==> config.mk <==
export PLATFORM = sky130hd
export DESIGN_NAME = utc_timestamp_to_epoch_unit
export DESIGN_NICKNAME = d
export VERILOG_FILES = /design/src/hw/rtl/utc_pkg.sv /design/src/hw/rtl/utc_parse.sv /design/src/hw/rtl/utc_conv.sv /design/src/hw/rtl/utc_timestamp_to_epoch_unit.sv
export VERILOG_INCLUDE_DIRS = /design/src /design/src/hw/rtl
export SDC_FILE = /design/constraint.sdc
export NUM_CORES = 1
export LEC_CHECK = 0
export BUFFER_PORTS_ARGS = -buffer_cell sky130_fd_sc_hd__buf_2
export CAP_MARGIN = 20
export CORE_UTILIZATION = 50
export CTS_CLUSTER_DIAMETER = 80
export DETAILED_ROUTE_END_ITERATION = 16
export HOLD_SLACK_MARGIN = 0.08
export MAX_ROUTING_LAYER = met4
export PLACE_DENSITY = 0.68
export SYNTH_ARGS = -nofsm -noshare
export SYNTH_HDL_FRONTEND = slang
export SYNTH_HIERARCHICAL = 1
export SYNTH_SLANG_ARGS = --single-unit
==> constraint.sdc <==
create_clock -name clk_i -period 6.9 [get_ports clk_i]
set_input_delay 0.69 -clock clk_i [delete_from_list [all_inputs] [get_ports clk_i]]
set_output_delay 0.69 -clock clk_i [all_outputs]
set_load 0.005 [all_outputs]
==> src/hw/rtl/utc_timestamp_to_epoch_unit_assert.svh <==
// assertion macros for the timestamp parser rtl, used by utc_conv
// expects clk_i and rst_ni to exist in the module that uses them
`ifndef UTC_TIMESTAMP_TO_EPOCH_UNIT_ASSERT_SVH
`define UTC_TIMESTAMP_TO_EPOCH_UNIT_ASSERT_SVH
`ifndef NO_ASSERTIONS
// property that must hold at every clock edge outside reset
`define UTC_ASSERT_ALWAYS(lbl, expr, msg) \
  lbl: assert property (@(posedge clk_i) disable iff (!rst_ni) (expr)) else $error(msg);
// consequent must hold in the cycle after the antecedent
`define UTC_ASSERT_NEXT(lbl, ante, cons, msg) \
  lbl: assert property (@(posedge clk_i) disable iff (!rst_ni) (ante) |=> (cons)) \
    else $error(msg);
`else
`define UTC_ASSERT_ALWAYS(lbl, expr, msg)
`define UTC_ASSERT_NEXT(lbl, ante, cons, msg)
`endif
`endif

==> src/hw/rtl/utc_pkg.sv <==
// package for the timestamp to epoch unit: beat types, character codes, tables
// no dependencies
package utc_pkg;

  localparam logic [4:0] StrLast = 5'd26;
  localparam logic [4:0] StrLen  = 5'd27;

  localparam logic [7:0] ChrZero  = 8'h30;
  localparam logic [7:0] ChrNine  = 8'h39;
  localparam logic [7:0] ChrDash  = 8'h2d;
  localparam logic [7:0] ChrColon = 8'h3a;
  localparam logic [7:0] ChrT     = 8'h54;
  localparam logic [7:0] ChrZ     = 8'h5a;

  localparam logic [13:0] YearMin = 14'd1970;
  localparam logic [13:0] YearMax = 14'd9999;

  typedef struct packed {
    logic [7:0] char_code;
    logic       is_last;
  } utc_in_t;

  typedef struct packed {
    logic        ok;
    logic [37:0] epoch_seconds;
  } utc_out_t;

  // collected fields of one finished string
  typedef struct packed {
    logic        pre_ok;  // format clean and length right
    logic [13:0] year;
    logic [6:0]  month;
    logic [6:0]  day;
    logic [6:0]  hour;
    logic [6:0]  minute;
    logic [6:0]  second;
  } utc_fields_t;

  // "backup-" prefix
  function automatic logic [7:0] prefix_char(input logic [2:0] idx);
    logic [7:0] chr;
    unique case (idx)
      3'd0:    chr = 8'h62;
      3'd1:    chr = 8'h61;
      3'd2:    chr = 8'h63;
      3'd3:    chr = 8'h6b;
      3'd4:    chr = 8'h75;
      3'd5:    chr = 8'h70;
      3'd6:    chr = 8'h2d;
      default: chr = 8'h00;
    endcase
    return chr;
  endfunction

  // day offset of a month in a march-based year, (153*mp+2)/5
  function automatic logic [8:0] month_offset(input logic [3:0] mon);
    logic [8:0] off;
    unique case (mon)
      4'd3:    off = 9'd0;
      4'd4:    off = 9'd31;
      4'd5:    off = 9'd61;
      4'd6:    off = 9'd92;
      4'd7:    off = 9'd122;
      4'd8:    off = 9'd153;
      4'd9:    off = 9'd184;
      4'd10:   off = 9'd214;
      4'd11:   off = 9'd245;
      4'd12:   off = 9'd275;
      4'd1:    off = 9'd306;
      4'd2:    off = 9'd337;
      default: off = 9'd0;
    endcase
    return off;
  endfunction

endpackage

==> src/hw/rtl/utc_parse.sv <==
// character parser: position, format flag and decimal field accumulators
// depends on utc_pkg; hands finished fields to the conversion pipeline
module utc_parse (
  input  logic                 clk_i,
  input  logic                 rst_ni,
  input  logic                 in_valid_i,
  output logic                 in_stall_o,
  input  utc_pkg::utc_in_t     in_data_i,
  output logic                 fld_valid_o,
  input  logic                 fld_stall_i,
  output utc_pkg::utc_fields_t fld_o
);
  import utc_pkg::*;

  logic [4:0]  pos_q, pos_d;
  logic        bad_q, bad_d;
  logic [13:0] year_q, year_d;
  logic [6:0]  month_q, month_d, day_q, day_d;
  logic [6:0]  hour_q, hour_d, minute_q, minute_d, second_q, second_d;
  logic        fld_valid_q;
  utc_fields_t fld_q;

  logic       accept;
  logic [7:0] chr;
  logic       is_digit;
  logic [3:0] dig;

  assign in_stall_o = fld_valid_q && fld_stall_i;
  assign accept     = in_valid_i && !in_stall_o;
  assign chr        = in_data_i.char_code;
  assign is_digit   = (chr >= ChrZero) && (chr <= ChrNine);
  assign dig        = 4'(chr - ChrZero);

  always_comb begin
    pos_d    = (pos_q < StrLen) ? 5'(pos_q + 5'd1) : pos_q;
    bad_d    = bad_q;
    year_d   = year_q;
    month_d  = month_q;
    day_d    = day_q;
    hour_d   = hour_q;
    minute_d = minute_q;
    second_d = second_q;
    case (pos_q) inside
      [5'd0:5'd6]: begin
        if (chr != prefix_char(pos_q[2:0])) bad_d = 1'b1;
      end
      [5'd7:5'd10]: begin
        if (is_digit) year_d = 14'(year_q * 14'd10 + 14'(dig));
        else bad_d = 1'b1;
      end
      5'd12, 5'd13: begin
        if (is_digit) month_d = 7'(month_q * 7'd10 + 7'(dig));
        else bad_d = 1'b1;
      end
      5'd15, 5'd16: begin
        if (is_digit) day_d = 7'(day_q * 7'd10 + 7'(dig));
        else bad_d = 1'b1;
      end
      5'd18, 5'd19: begin
        if (is_digit) hour_d = 7'(hour_q * 7'd10 + 7'(dig));
        else bad_d = 1'b1;
      end
      5'd21, 5'd22: begin
        if (is_digit) minute_d = 7'(minute_q * 7'd10 + 7'(dig));
        else bad_d = 1'b1;
      end
      5'd24, 5'd25: begin
        if (is_digit) second_d = 7'(second_q * 7'd10 + 7'(dig));
        else bad_d = 1'b1;
      end
      5'd11, 5'd14: begin
        if (chr != ChrDash) bad_d = 1'b1;
      end
      5'd17: begin
        if (chr != ChrT) bad_d = 1'b1;
      end
      5'd20, 5'd23: begin
        if (chr != ChrColon) bad_d = 1'b1;
      end
      5'd26: begin
        if (chr != ChrZ) bad_d = 1'b1;
      end
      default: bad_d = 1'b1;
    endcase
  end

  always_ff @(posedge clk_i or negedge rst_ni) begin
    if (!rst_ni) begin
      pos_q       <= '0;
      bad_q       <= 1'b0;
      year_q      <= '0;
      month_q     <= '0;
      day_q       <= '0;
      hour_q      <= '0;
      minute_q    <= '0;
      second_q    <= '0;
      fld_valid_q <= 1'b0;
    end else begin
      if (accept && in_data_i.is_last) begin
        fld_valid_q <= 1'b1;
      end else if (!fld_stall_i) begin
        fld_valid_q <= 1'b0;
      end
      if (accept) begin
        if (in_data_i.is_last) begin
          pos_q    <= '0;
          bad_q    <= 1'b0;
          year_q   <= '0;
          month_q  <= '0;
          day_q    <= '0;
          hour_q   <= '0;
          minute_q <= '0;
          second_q <= '0;
        end else begin
          pos_q    <= pos_d;
          bad_q    <= bad_d;
          year_q   <= year_d;
          month_q  <= month_d;
          day_q    <= day_d;
          hour_q   <= hour_d;
          minute_q <= minute_d;
          second_q <= second_d;
        end
      end
    end
  end

  // field register, loaded with the string's final values on the last beat
  always_ff @(posedge clk_i) begin
    if (accept && in_data_i.is_last) begin
      fld_q.pre_ok <= !bad_d && (pos_q == StrLast);
      fld_q.year   <= year_d;
      fld_q.month  <= month_d;
      fld_q.day    <= day_d;
      fld_q.hour   <= hour_d;
      fld_q.minute <= minute_d;
      fld_q.second <= second_d;
    end
  end

  assign fld_valid_o = fld_valid_q;
  assign fld_o       = fld_q;

endmodule

==> src/hw/rtl/utc_conv.sv <==
// days-from-civil conversion pipeline with the output register
// depends on utc_pkg and the assertion macro header
`include "utc_timestamp_to_epoch_unit_assert.svh"
module utc_conv (
  input  logic                 clk_i,
  input  logic                 rst_ni,
  input  logic                 fld_valid_i,
  output logic                 fld_stall_o,
  input  utc_pkg::utc_fields_t fld_i,
  output logic                 out_valid_o,
  input  logic                 out_stall_i,
  output utc_pkg::utc_out_t    out_data_o
);
  import utc_pkg::*;

  logic v1_q, v2_q, v3_q, vo_q;
  logic en1, en2, en3, eno;

  // stage 1 logic
  logic        range_ok;
  logic [13:0] yy;
  logic [26:0] prod100;
  logic [21:0] y365;
  logic [8:0]  doy;
  logic [18:0] tod;

  logic        good1_q;
  logic [21:0] y365_q;
  logic [11:0] yq4_q;
  logic [7:0]  q100_q;
  logic [8:0]  doy_q;
  logic [18:0] tod1_q;

  logic [22:0] days_sum;
  logic        good2_q;
  logic [21:0] days_q;
  logic [18:0] tod2_q;

  logic        good3_q;
  logic [37:0] prod_q;
  logic [18:0] tod3_q;

  logic [37:0] epoch;
  utc_out_t    out_q;

  assign eno         = !vo_q || !out_stall_i;
  assign en3         = !v3_q || eno;
  assign en2         = !v2_q || en3;
  assign en1         = !v1_q || en2;
  assign fld_stall_o = !en1;

  always_comb begin
    range_ok = fld_i.pre_ok
      && (fld_i.year >= YearMin) && (fld_i.year <= YearMax)
      && (fld_i.month >= 7'd1) && (fld_i.month <= 7'd12)
      && (fld_i.day >= 7'd1) && (fld_i.day <= 7'd31)
      && (fld_i.hour <= 7'd23) && (fld_i.minute <= 7'd59)
      && (fld_i.second <= 7'd60);
    // january and february count into the previous year
    yy      = (fld_i.month <= 7'd2) ? 14'(fld_i.year - 14'd1) : fld_i.year;
    // yy/100 by reciprocal, exact for this range
    prod100 = 27'(yy) * 27'd5243;
    y365    = 22'(yy) * 22'd365;
    doy     = 9'(month_offset(fld_i.month[3:0]) + 9'(fld_i.day) - 9'd1);
    tod     = 19'(19'(fld_i.hour) * 19'd3600 + 19'(fld_i.minute) * 19'd60
                  + 19'(fld_i.second));
  end

  assign days_sum = 23'(y365_q) + 23'(yq4_q) + 23'(q100_q[7:2]) + 23'(doy_q)
                  - 23'(q100_q) - 23'd719468;
  assign epoch    = 38'(prod_q + 38'(tod3_q));

  always_ff @(posedge clk_i or negedge rst_ni) begin
    if (!rst_ni) begin
      v1_q <= 1'b0;
      v2_q <= 1'b0;
      v3_q <= 1'b0;
      vo_q <= 1'b0;
    end else begin
      if (en1) v1_q <= fld_valid_i;
      if (en2) v2_q <= v1_q;
      if (en3) v3_q <= v2_q;
      if (eno) vo_q <= v3_q;
    end
  end

  always_ff @(posedge clk_i) begin
    if (en1) begin
      good1_q <= range_ok;
      y365_q  <= y365;
      yq4_q   <= yy[13:2];
      q100_q  <= prod100[26:19];
      doy_q   <= doy;
      tod1_q  <= tod;
    end
    if (en2) begin
      good2_q <= good1_q;
      days_q  <= days_sum[21:0];
      tod2_q  <= tod1_q;
    end
    if (en3) begin
      good3_q <= good2_q;
      prod_q  <= 38'(days_q) * 38'd86400;
      tod3_q  <= tod2_q;
    end
    if (eno) begin
      out_q.ok            <= good3_q && (epoch != '0);
      out_q.epoch_seconds <= (good3_q && (epoch != '0)) ? epoch : '0;
    end
  end

  assign out_valid_o = vo_q;
  assign out_data_o  = out_q;

  `UTC_ASSERT_ALWAYS(a_ok_nonzero, !(vo_q && out_q.ok) || (out_q.epoch_seconds != '0), "ok result with zero epoch")
  `UTC_ASSERT_ALWAYS(a_bad_zero, !(vo_q && !out_q.ok) || (out_q.epoch_seconds == '0), "rejected result with nonzero epoch")
  `UTC_ASSERT_ALWAYS(a_stall_full, !fld_stall_o || (v1_q && v2_q && v3_q && vo_q), "pipeline stalls with a free stage")
  `UTC_ASSERT_NEXT(a_stage_hold, v2_q && !en3, v2_q, "held stage lost its beat")

endmodule

==> src/hw/rtl/utc_timestamp_to_epoch_unit.sv <==
// top level of the timestamp string to unix epoch unit
// depends on utc_pkg, utc_parse and utc_conv
//
//   channel  dir  handshake            payload
//   in       in   in_valid_i/stall_o   utc_in_t: char_code, is_last
//   out      out  out_valid_o/stall_i  utc_out_t: ok, epoch_seconds
//
// one character beat is taken every cycle while in_stall_o is low
// out_valid_o rises after a last-character beat has gone through the field register
// (loaded on the edge that takes the beat) and then the four stages; a stall can
// hold the result in any of them
// reset is asynchronous and active low; it clears the parser and all valids
// the pipeline compacts bubbles, so input keeps flowing while results wait
// until all five result slots hold beats; then in_stall_o follows out_stall_i
module utc_timestamp_to_epoch_unit (
  input  logic              clk_i,
  input  logic              rst_ni,
  input  logic              in_valid_i,
  output logic              in_stall_o,
  input  utc_pkg::utc_in_t  in_data_i,
  output logic              out_valid_o,
  input  logic              out_stall_i,
  output utc_pkg::utc_out_t out_data_o
);
  import utc_pkg::*;

  // finished fields between parser and conversion pipeline
  logic        fld_valid;
  logic        fld_stall;
  utc_fields_t fld;

  // character beats: position check, digit accumulation
  utc_parse u_parse (
    .clk_i      (clk_i),
    .rst_ni     (rst_ni),
    .in_valid_i (in_valid_i),
    .in_stall_o (in_stall_o),
    .in_data_i  (in_data_i),
    .fld_valid_o(fld_valid),
    .fld_stall_i(fld_stall),
    .fld_o      (fld)
  );

  // range checks, day count, seconds, output register
  utc_conv u_conv (
    .clk_i      (clk_i),
    .rst_ni     (rst_ni),
    .fld_valid_i(fld_valid),
    .fld_stall_o(fld_stall),
    .fld_i      (fld),
    .out_valid_o(out_valid_o),
    .out_stall_i(out_stall_i),
    .out_data_o (out_data_o)
  );

endmodule

==> reports/metrics.csv <==
stage;metric;value;unit
run_status;run status;finished clean;
timing;Hold WS;0.312;ns
clock_tree;Root Buffer;clkbuf_16;
clock_tree;clock tree buffer depth;3;
place;routability cong.;0.964;
route;Avg WL per Cell;16.3;um
cells_and_area;share of cells above drive strength 1;12.3;%
logic_synthesis;Synth Cell Area;28300;um2
cells_and_area;post-route cell area;31800;um2
cells_and_area;Synth-to-Final Area Change;12.0;%
logic_synthesis;YS warnings;6;
grt;global-route wire length before repair;96300;um
timing;Fin. Hold Viols;0;
timing;final setup fails;0;
clock_tree;clock-pin slew on the worst setup and hold paths;0.06;ns
timing;FMAX;147;MHz
setup_path;CP Class;register to register;
logic_synthesis;Main synth FF type;edfxtp_1;
logic_synthesis;number of synthesized register bits;313;
run;MaxCap Viol Count;0;
route;final WL;57600;um
grt;grt met3 use;2.39;%
timing;measured slew at the worst slew-check pin;1.01;ns
setup_path;RR Endpoint;u_conv/q100_q[7];
die;Die ar.;57700;um2
cells_and_area;fillcell total;4667;
die;I/O pins;54;
setup_path;nature of the critical path endpoint;register;
route;Via-to-Cell Ratio;5.22;
setup_path;crit start category;register;
route;Antenna Nets Post-Route;0;
cells_and_area;nets@finish;3428;
setup_path;Top Family by Delay on Critical Path;adder cells;
timing;Slew Viols, Final;0;
cells_and_area;area of the multi-input gates;17400;um2
die;die height;240;um
die;Die W;240;um
logic_synthesis;most frequent cell after synthesis;inv_1;
setup_path;Critical Path AT;7.09;ns
grt;met2 GRT Util;37.7;%
logic_synthesis;EDFF count, synth;253;
clock_tree;CTS H-tree lvls;2;
setup_path;CP required;7.20;ns
logic_synthesis;share of the synthesized area in the top cell type;26.8;%
logic_synthesis;Netlist cell types;91;
grt;largest net degree at the start of global routing;73;
grt;total grt overflow;0;
place;port buffer count;53;
setup_path;CP Launch Point;u_parse/fld_o[32];
setup_path;reg2reg setup slack;0.11;ns
timing;skew final;0.0245;ns
timing;unrepaired setup endpoints after global routing;yes;
place;Placed Area;30000;um2
timing;fin crit share;98.4;%
clock_tree;CTS buffer count;39;
setup_path;number of cells on the critical path;27;
die;core area;55500;um2
setup_path;Slowest-stage cell, CP;fa_1;
setup_path;worst-case reg-to-reg path depth;27;
logic_synthesis;Synth area leaders;edfxtp_1 27%, ha_1 20%, fa_1 15%;
route;DRC viols;0;
die;row count;86;
timing;Slew headroom;32.5;%
grt;GR Layer Usage met1;26.5;%
clock_tree;CTS tree;done;
hold_path;Hold Path Class;input port to asynchronous set/reset pin;
setup_path;critical path buffer and inverter count;8;
setup_path;worst flop-to-flop path startpoint;u_parse/fld_o[32];
clock_tree;clock tree sinks;313;
setup_path;Crit path largest cell delay;0.55;ns
cells_and_area;Ant. Diodes;0;
route;Pre-antenna DRT Iters;5;
setup_path;critical-path maximum fanout;4;
grt;number of antenna violations at the first check in global routing;0;
cells_and_area;register area;9100;um2
logic_synthesis;Mapped Avg Cell Area;10.9;um2
grt;GRT busiest layer;met2;
setup_path;cell mode on critical path;fa_1;
place;post-DP HPWL;46500;um
logic_synthesis;Post-Syn Nets;3275;
timing;fin crit period;6.79;ns
logic_synthesis;register area share after synthesis;32.1;%
die;Starting Density;51.1;%
logic_synthesis;Synth async-reset ratio;19.2;%
logic_synthesis;Post-synth top cells;525 x inv_1, 449 x ha_1, 253 x edfxtp_1;
clock_tree;clock latency on the worst-skew pair;0.57;ns
grt;vias in the first global route;19200;
route;via count;18500;
grt;GR Util All Layers;21.5;%
logic_synthesis;cell count after synthesis;2606;
clock_tree;Hold-fix buffers, CTS;0;
route;DRT iter0 DRCs;901;
logic_synthesis;top cell type by total area after synthesis;edfxtp_1;
-- how the worst max path moves through the flow --
stage,slack [ns],end
3_5_place_dp,-0.28,u_conv/q100_q[7]
5_1_grt,-0.17,u_conv/q100_q[7]
6_report,0.11,u_conv/q100_q[7]
4_1_cts,0.001,u_conv/q100_q[7]
3_3_place_gp,-0.21,u_conv/q100_q[7]
2_1_floorplan,0.03,u_conv/q100_q[7]
-- metrics by stage --
step / TNS, ns / std cells / worst slack [ns] / utilization [%]
after global routing: -0.318 / 3538 / -0.175 / 57.2
after floorplan: 0 / 2606 / 0.0345 / -
after CTS: 0 / 3531 / 0.00130 / 56.8
after global placement: -0.549 / 3451 / -0.213 / 54.1
after detailed placement: -1.10 / 3451 / -0.285 / 54.1
final: 0 / 3538 / 0.114 / 57.2
-- cell usage in the layout, fill, tap and decap left out, drive strengths merged, types with 49 or more instances in the layout --
cell    instances
fa            207
o21ai          66
ha            449
xnor2         162
xor2           49
inv           529
dfrtp          60
a21oi         113
nand2          85
buf           145
a21o           52
nor2          102
edfxtp        253
-- cell type report --
class,instances,share of cell area [%]
multi-input combinational,1735,54.8
timing repair buffer,145,3.09
inverter,525,6.24
clock buffer,44,3.26
sequential,313,28.7
tap,748,2.95
clock inverter,28,1.04
-- state kept, by name, summed over array words and instances (netlist names), 8 cells and up --
register / cells
u_conv/q100_q: 8
u_conv/doy_q: 9
u_conv/tod1_q: 19
u_conv/tod3_q: 19
u_conv/y365_q: 22
u_conv/prod_q: 31
u_parse/year_q: 14
u_conv/days_q: 22
u_conv/tod2_q: 19
u_conv/out_data_o: 39
u_parse/fld_o: 50
u_conv/yq4_q: 12
-- worst register-to-register path, delay by kind of cell, from the launching register on --
kind,cells,cell delay (ns)
XOR/XNOR,2,0.35
flip-flops,1,0.38
adder cells (fa/ha/maj),6,2.53
AND/OR/NAND/NOR,5,1.37
AO/OA/AOI/OAI,6,1.20
buffers and inverters,8,0.71
-- layer usage --
metal | routed length [um] | vias up
met3 | 1530 | 68
met1 | 25700 | 8930
li1 | - | 9187
met2 | 29200 | 270
met4 | 1150 | 0
met5 | 0 | -
-- logic make-up after synthesis --
logic type / synth area share (%)
AND/OR/NAND/NOR: 7.75
XOR/XNOR: 6.52
AO/OA/AOI/OAI: 10.3
multiplexers: 1.35
buffers and inverters: 7.53
adder cells (fa/ha/maj): 34.4
flip-flops: 32.1
-- timing repair --
item | in CTS | in global routing
setup endpoints to repair | 7 | 8
gates resized for setup | 17 | 39
gates cloned | 0 | 0
pin swaps | 17 | 20
setup buffers | 8 | 8
Power is left out: the tool's default activity adds up to more than one toggle a clock period on the data nets, which glitch-free logic cannot reach.
